$ cat src/sgr_pkg.sv
`timescale 1ns / 1ps
// ----------------------------------------------------------------------------
// sgr_pkg: shared definitions for the stream group reverser
// Sizes, controller states and the control word that drives the cell chain.
// ----------------------------------------------------------------------------
package sgr_pkg;

    localparam int MAX_GROUP = 16;
    localparam int DATA_W    = 32;
    localparam int CFG_W     = 5;
    localparam int CNT_W     = $clog2(MAX_GROUP + 1);
    localparam int IDX_W     = $clog2(MAX_GROUP);
    localparam int CMP_W     = (CNT_W > CFG_W) ? CNT_W : CFG_W;

    typedef enum logic [0:0] {
        ST_COLLECT,
        ST_EMIT
    } sgr_state_t;

    // Control word broadcast to every cell of the chain
    typedef struct packed {
        logic shift_up;    // push: take the value of the lower neighbour
        logic shift_down;  // pop newest: take the value of the upper neighbour
    } sgr_cell_ctrl_t;

endpackage

$ cat src/sgr_cell.sv
`timescale 1ns / 1ps
// ----------------------------------------------------------------------------
// sgr_cell: one storage cell of the group chain
// Holds one pending value and moves it to a neighbour on push or pop.
// ----------------------------------------------------------------------------
module sgr_cell (
    input  logic                          clk,
    input  sgr_pkg::sgr_cell_ctrl_t       ctrl,
    input  logic signed [sgr_pkg::DATA_W-1:0] up_data,
    input  logic signed [sgr_pkg::DATA_W-1:0] down_data,
    output logic signed [sgr_pkg::DATA_W-1:0] q
);
    import sgr_pkg::*;

    logic signed [DATA_W-1:0] data_reg;
    logic signed [DATA_W-1:0] data_next;

    // Select the neighbour to take from, else hold
    always_comb
    begin
        data_next = data_reg;
        if (ctrl.shift_up)
        begin
            data_next = up_data;
        end
        else if (ctrl.shift_down)
        begin
            data_next = down_data;
        end
    end

    always_ff @(posedge clk)
    begin
        data_reg <= data_next;
    end

    assign q = data_reg;

endmodule

$ cat src/stream_group_reverser.sv
`timescale 1ns / 1ps
// ----------------------------------------------------------------------------
// stream_group_reverser: reverses a value stream in groups of group_size
// Chain of cells holding the pending group, a small controller and an
// output register.
// ----------------------------------------------------------------------------
// While a group is being collected one transaction is taken per clock. The
// transaction that completes a group (or carries end_of_list) is followed
// by input stall while its results unload from the cell chain, one per
// clock while the output is not stalled; the unload is paced by the single
// output register. A completed group is sent newest first; a short group
// closed by end_of_list is sent oldest first. group_size 0 acts as 1 and
// values above 16 act as 16; it is to be written only while the block is
// idle. The last result of a transaction carries run_last, and list_last
// marks the last result of an end_of_list transaction.
// ----------------------------------------------------------------------------
module stream_group_reverser (
    input  logic                              clk,
    input  logic                              rst_n,
    input  logic                              cfg_we,
    input  logic [sgr_pkg::CFG_W-1:0]         cfg_data,
    input  logic                              in_valid,
    output logic                              in_stall,
    input  logic signed [sgr_pkg::DATA_W-1:0] value,
    input  logic                              end_of_list,
    output logic                              out_valid,
    input  logic                              out_stall,
    output logic signed [sgr_pkg::DATA_W-1:0] value_out,
    output logic                              run_last,
    output logic                              list_last
);
    import sgr_pkg::*;

    sgr_state_t             state_reg, state_next;
    logic [CFG_W-1:0]       group_size_reg, group_size_next;
    logic [CNT_W-1:0]       count_reg, count_next;
    logic                   reverse_reg, reverse_next;
    logic                   last_reg, last_next;
    logic                   out_valid_reg, out_valid_next;
    logic signed [DATA_W-1:0] out_value_reg, out_value_next;
    logic                   out_run_reg, out_run_next;
    logic                   out_list_reg, out_list_next;

    logic                   in_fire;
    logic                   pop;
    logic                   group_full;
    logic [CNT_W-1:0]       fill_plus;
    logic [CNT_W-1:0]       count_minus;
    logic [CMP_W-1:0]       fill_cmp;
    logic [CMP_W-1:0]       size_cmp;
    sgr_cell_ctrl_t         cell_ctrl;
    logic signed [DATA_W-1:0] cell_q [MAX_GROUP];
    logic signed [DATA_W-1:0] oldest_value;

    // Handshake and group-size compare
    assign in_fire     = in_valid && !in_stall;
    assign pop         = (state_reg == ST_EMIT) && (!out_valid_reg || !out_stall);
    assign fill_plus   = count_reg + CNT_W'(1);
    assign count_minus = count_reg - CNT_W'(1);
    assign fill_cmp    = CMP_W'(fill_plus);
    assign size_cmp    = CMP_W'(group_size_reg);
    assign group_full  = (group_size_reg == '0) || (fill_cmp >= size_cmp) ||
                         (fill_cmp >= CMP_W'(MAX_GROUP));

    // Cell chain: cell 0 holds the newest value
    assign cell_ctrl.shift_up   = in_fire;
    assign cell_ctrl.shift_down = pop && reverse_reg;

    genvar gi;
    generate
        for (gi = 0; gi < MAX_GROUP; gi++)
        begin : g_cell
            logic signed [DATA_W-1:0] up_data;
            logic signed [DATA_W-1:0] down_data;
            if (gi == 0)
            begin : g_first
                assign up_data = value;
            end
            else
            begin : g_mid
                assign up_data = cell_q[gi-1];
            end
            if (gi == MAX_GROUP - 1)
            begin : g_top
                assign down_data = '0;
            end
            else
            begin : g_inner
                assign down_data = cell_q[gi+1];
            end
            sgr_cell u_cell (
                .clk       (clk),
                .ctrl      (cell_ctrl),
                .up_data   (up_data),
                .down_data (down_data),
                .q         (cell_q[gi])
            );
        end
    endgenerate

    // Oldest pending value sits at the top of the filled part
    assign oldest_value = cell_q[count_minus[IDX_W-1:0]];

    // Next state
    always_comb
    begin
        state_next = state_reg;
        case (state_reg)
            ST_COLLECT:
            begin
                if (in_fire && (group_full || end_of_list))
                begin
                    state_next = ST_EMIT;
                end
            end
            ST_EMIT:
            begin
                if (pop && (count_reg == CNT_W'(1)))
                begin
                    state_next = ST_COLLECT;
                end
            end
            default:
            begin
                state_next = ST_COLLECT;
            end
        endcase
    end

    // Datapath and output register updates
    always_comb
    begin
        group_size_next = cfg_we ? cfg_data : group_size_reg;
        count_next      = count_reg;
        reverse_next    = reverse_reg;
        last_next       = last_reg;
        out_valid_next  = out_valid_reg && out_stall;
        out_value_next  = out_value_reg;
        out_run_next    = out_run_reg;
        out_list_next   = out_list_reg;
        in_stall        = 1'b1;
        case (state_reg)
            ST_COLLECT:
            begin
                in_stall = 1'b0;
                if (in_fire)
                begin
                    count_next   = fill_plus;
                    reverse_next = group_full;
                    last_next    = end_of_list;
                end
            end
            ST_EMIT:
            begin
                if (pop)
                begin
                    count_next     = count_minus;
                    out_valid_next = 1'b1;
                    out_value_next = reverse_reg ? cell_q[0] : oldest_value;
                    out_run_next   = (count_reg == CNT_W'(1));
                    out_list_next  = (count_reg == CNT_W'(1)) && last_reg;
                end
            end
            default:
            begin
                in_stall = 1'b1;
            end
        endcase
    end

    // Control registers
    always_ff @(posedge clk or negedge rst_n)
    begin
        if (!rst_n)
        begin
            state_reg      <= ST_COLLECT;
            group_size_reg <= CFG_W'(2);
            count_reg      <= '0;
            out_valid_reg  <= 1'b0;
        end
        else
        begin
            state_reg      <= state_next;
            group_size_reg <= group_size_next;
            count_reg      <= count_next;
            out_valid_reg  <= out_valid_next;
        end
    end

    // Payload registers
    always_ff @(posedge clk)
    begin
        reverse_reg   <= reverse_next;
        last_reg      <= last_next;
        out_value_reg <= out_value_next;
        out_run_reg   <= out_run_next;
        out_list_reg  <= out_list_next;
    end

    assign out_valid = out_valid_reg;
    assign value_out = out_value_reg;
    assign run_last  = out_run_reg;
    assign list_last = out_list_reg;

endmodule

$ cat config.mk
export PLATFORM = sky130hd
export DESIGN_NAME = stream_group_reverser
export DESIGN_NICKNAME = d
export VERILOG_FILES = /design/src/sgr_pkg.sv /design/src/sgr_cell.sv /design/src/stream_group_reverser.sv
export SDC_FILE = /design/constraint.sdc
export NUM_CORES = 1
export LEC_CHECK = 0
export CORE_MARGIN = 2
export CORE_UTILIZATION = 55
export DETAILED_ROUTE_END_ITERATION = 8
export DONT_BUFFER_PORTS = 1
export GPL_TIMING_DRIVEN = 0
export MAX_ROUTING_LAYER = met4
export PLACE_DENSITY = 0.76
export SYNTH_ARGS = -nofsm -noshare
export SYNTH_HDL_FRONTEND = slang
export SYNTH_HIERARCHICAL = 1
export SYNTH_SLANG_ARGS = --single-unit
$ cat constraint.sdc
create_clock -name clk -period 2.75 [get_ports clk]
set_input_delay 0.1375 -clock clk [delete_from_list [all_inputs] [get_ports clk]]
set_output_delay 0.1375 -clock clk [all_outputs]
set_load 0.005 [all_outputs]
Word level (Yosys, flattened, before mapping):

Index checks and enable logic that the tools add are counted.

* add/sub/neg operators: 2
* magnitude comparators: 3
* equality and inequality tests: 3
* multiplexer cells: 45
* bitwise gates (word level): 2
* reduce and logical (&&, ||, !) cells: 18

Operators by type and width (number)
* $mux 32: 35
* $bmux 32 s4: 1
* $ge 5x5->1 const B: 2
* $mux 5: 2
* $pmux 5 s2: 1
* $logic_and 1x1->1: 7
* $reduce_and 2->1: 3
* $add 5x1->5 const B: 1
* $eq 5x1->1 const B: 1
* $ge 5x5->1: 1
* $logic_not 5->1: 1
* $mux 1: 5
* $not 4->5: 1
* $sub 5x1->5 const B: 1
* $logic_or 1x1->1: 4
* $logic_not 1->1: 2
* $ne 2x1->1 const B: 1
* $ne 2x2->1 const B: 1
* $pmux 1 s2: 1
* $reduce_bool 2->1: 1
* $not 1->1: 1

* register bits: 560
* bits of input ports: 43
* logic and storage cells: 98

Longest topological paths before layout:

* word-level depth: 8
* mapped depth: 11
* depth with buffers taken out: 8

Modules after synthesis:

Netlist, hierarchy kept.

By module, submodules not included
* sgr_cell: times used 16, cells an instance 69, area each 1507.7 µm²
* stream_group_reverser: times used 1, cells an instance 492, area each 6274.8 µm²

Worst setup path before layout:

OpenSTA, ideal clock, no wires.

* path type: register -> register
* start point: register out_valid_reg (netlist: out_valid)
* end point: register g_cell[0].u_cell.data_reg[0] (enable)
* setup time: 0.407 ns
* data arrival time: 2.408 ns
* slack: -0.065 ns
* stages on the path, launching flop included: 6
* path buffers: 0
* clock period less this slack: 2.815 ns
* cells stage by stage: dfrtp_1 -> nand2_1 -> nand2_1 -> clkinv_1 -> and2_1 -> or2_1

RTL lines
* start, declared: line stream_group_reverser.sv:39 `logic out_valid_reg, out_valid_next;`
* start signal, assigned: line stream_group_reverser.sv:186 `out_valid_reg <= out_valid_next;`
* end signal, assigned: line sgr_cell.sv:34 `data_reg <= data_next;`
* end, declared: line sgr_cell.sv:15 `logic signed [DATA_W-1:0] data_reg;`

==> run metrics <==
CP max stage delay=0.54 ns; CTS tree=done; max cap viols=0; Worst-Skew Late Latency=between 0.6 and 0.7 ns; CTS sink cnt=560; Unique masters post-synth=45; WL/cell=28.7 um; Initial DRC Count=1422; Vias=15700; FF+latch area=16800 um^2; CTS Buf Count=57; Placed Cells=roughly 2300; most frequent cells in the layout=edfxtp_1 (548), mux2_4 (464), mux4_2 (128); pin count of the biggest net entering global routing=42; vias in the first global route=16800; Required @ worst endpoint=approximately 3 ns; Post-Syn Area=30400 um^2; Crit. End Element=flip-flop; Setup crit start kind=flip-flop; Setup-failing EPs final=0; Primary FF master, synth=edfxtp_1; area delta synth->final=11.3%; share of flip-flops with an asynchronous set or reset=2.14%; CTS H-tree lvls=2; Core Footprint=54900 um^2; worst rel slew slack=50.0%; Syn Area/Cell=~19 um^2; post-route ant nets=0; initial core utilization=roughly 55%; via/cell ratio=6.29; Post-Synthesis Cells=1596; hold crit path type=primary input to flip-flop; GR Overflow Total=0; die height=239 um; drt first pass iters=5; cell area after layout=33800 um^2; power per cell area=1250 nW/um^2; Max Slew Vio Count=0; initial antenna violation count=1; DIE AREA=57200 um^2; Clock transition at path regs=0.07 ns; CTS root buf=clkbuf_16; drt total wl=71500 um; outcome=finished clean; CP Max Fanout=25; CP Data Arrival Time=3.05 ns; # fillers=3808; number of buffers and inverters on the critical path=4; Max clock buf depth=3; Placed Area=31400 um^2; Top Family by Delay on Critical Path=buffers and inverters; number of port buffers=0; Post-synth EDFFs=548; multi-input logic area=12200 um^2; worst setup margin=0.0361 ns; Crit path top cell by count=buf_12; DRC Markers=0; Slowest cell on crit path=clkinvlp_4; Final Hold Viols=0; Seq cells post-synth=560; P_leak=12.4 nW; Worst-Margin Slew=0.750 ns; commonest non-fill, non-tap cell in the layout=edfxtp_1; minimum clock period=between 2 and 3 ns; GR Util All Layers=26.0%; fin nets=roughly 1800; Max IR drop VDD=~750 uV; RSZ-0062 raised after global routing=true; setup slack at placement=-1.15 ns; max reg flops=between 500 and 600; clk_skew=0.0149 ns; RePlAce Congestion=about 0.84; num rows=86; sequential-to-total area share from yosys stat=roughly 55%; post-route insts no fill=between 2000 and 2500; Yosys warning count=6; R2R Setup Slk=~0.036 ns; cells along the critical path=nand2b_1, clkinvlp_4, buf_6, buf_12, or2_2, buf_12; Ports=79; setup TNS=0 ns; Final period util=98.7%; Peak Freq=368 MHz; layout cells sized above 1=48.6%; first-pass GRT wire length=between 100000 and 150000 um; die width=239 um; Final HPWL DP=48500 um; CP Class=flip-flop to flip-flop
==> cell type report <==
type,instances,area share (%)
Buffer,114,4.57
Inverter,40,0.470
Clock inverter,35,0.677
Multi-Input combinational cell,912,36.1
Clock buffer,68,4.37
Tap cell,704,2.60
Sequential cell,560,49.5
Antenna cell,1,0.00740
Timing Repair Buffer,56,1.69
==> cell families after synthesis <==
kind of cell / synth area share, %
buffers and inverters: 5.32
xor gates and xnor gates: 0.321
and+or+nand+nor: 1.65
DFF: 55.1
other: 0.0123
adders and majority gates: 0.329
AOI/OAI and AO/OA: 1.97
muxes: 35.3
==> stage by stage <==
stage	hold WS (ns)	total power [mW]	util, %
after CTS	0.183	42.3	61.6
final	0.212	42.2	61.7
after detailed placement	-0.158	34.4	57.3
after global placement	-0.158	33.9	57.2
after global routing	0.211	43.8	61.7
after floorplan	-0.158	28.9	-
==> report_power, final <==
part | internal (mW) | switching (mW) | total, mW
Sequential | 13.8 | 2.33 | 16.2
Combinational | 9.74 | 8.95 | 18.7
Clock | 4.08 | 3.29 | 7.37
Total | 27.6 | 14.6 | 42.2
==> cell usage after synthesis, types with 3 or more instances <==
cell type	count	area (um^2)
ha_1	8	100
buf_4	9	67.6
buf_6	26	293
dfrtp_1	11	275
nand2_1	73	274
xor2_1	3	26.3
a32o_1	32	320
inv_1	39	146
mux2_2	49	552
buf_12	48	961
buf_2	21	105
or2_1	16	100
a21oi_2	4	35.0
clkbuf_1	10	37.5
mux2_4	464	6970
mux2i_1	32	320
o21ai_0	6	30.0
a21oi_1	33	165
xnor2_1	5	43.8
nor2_1	3	11.3
edfxtp_1	548	16500
mux4_2	128	2880
==> timing repair <==
item | 4_1_cts | 5_1_grt
hold buffers | 51 | 0
setup buffers | 2 | 1
setup endpoints to repair | 534 | 320
endpoints found under the hold margin | 54 | 0
resized for setup | 59 | 3
==> path summary, 6_finish.rpt <==
kind,endpoint,from,cells after the start
setup / recovery,g_cell[1].u_cell/q[18]$_DFFE_PP_,state_reg$_DFF_PN0_,6
hold / removal,last_reg$_DFFE_PP_,end_of_list,1
setup reg to reg,g_cell[1].u_cell/q[18]$_DFFE_PP_,state_reg$_DFF_PN0_,6
hold reg to reg,list_last$_DFFE_PP_,last_reg$_DFFE_PP_,1
max in group asynchronous,count_reg[0]$_DFFE_PN0P_,rst_n,2
min in group asynchronous,group_size_reg[2]$_DFFE_PN0P_,rst_n,2
==> routing by layer <==
metal	up-vias	GRT usage (%)	share of wire [%]
li1	6643	-	-
met1	8372	33.3	41
met2	562	43.7	52
met3	87	3.82	5.6
met4	0	6.91	1.9
met5	-	-	0
Power figures use the tool's default switching activity.
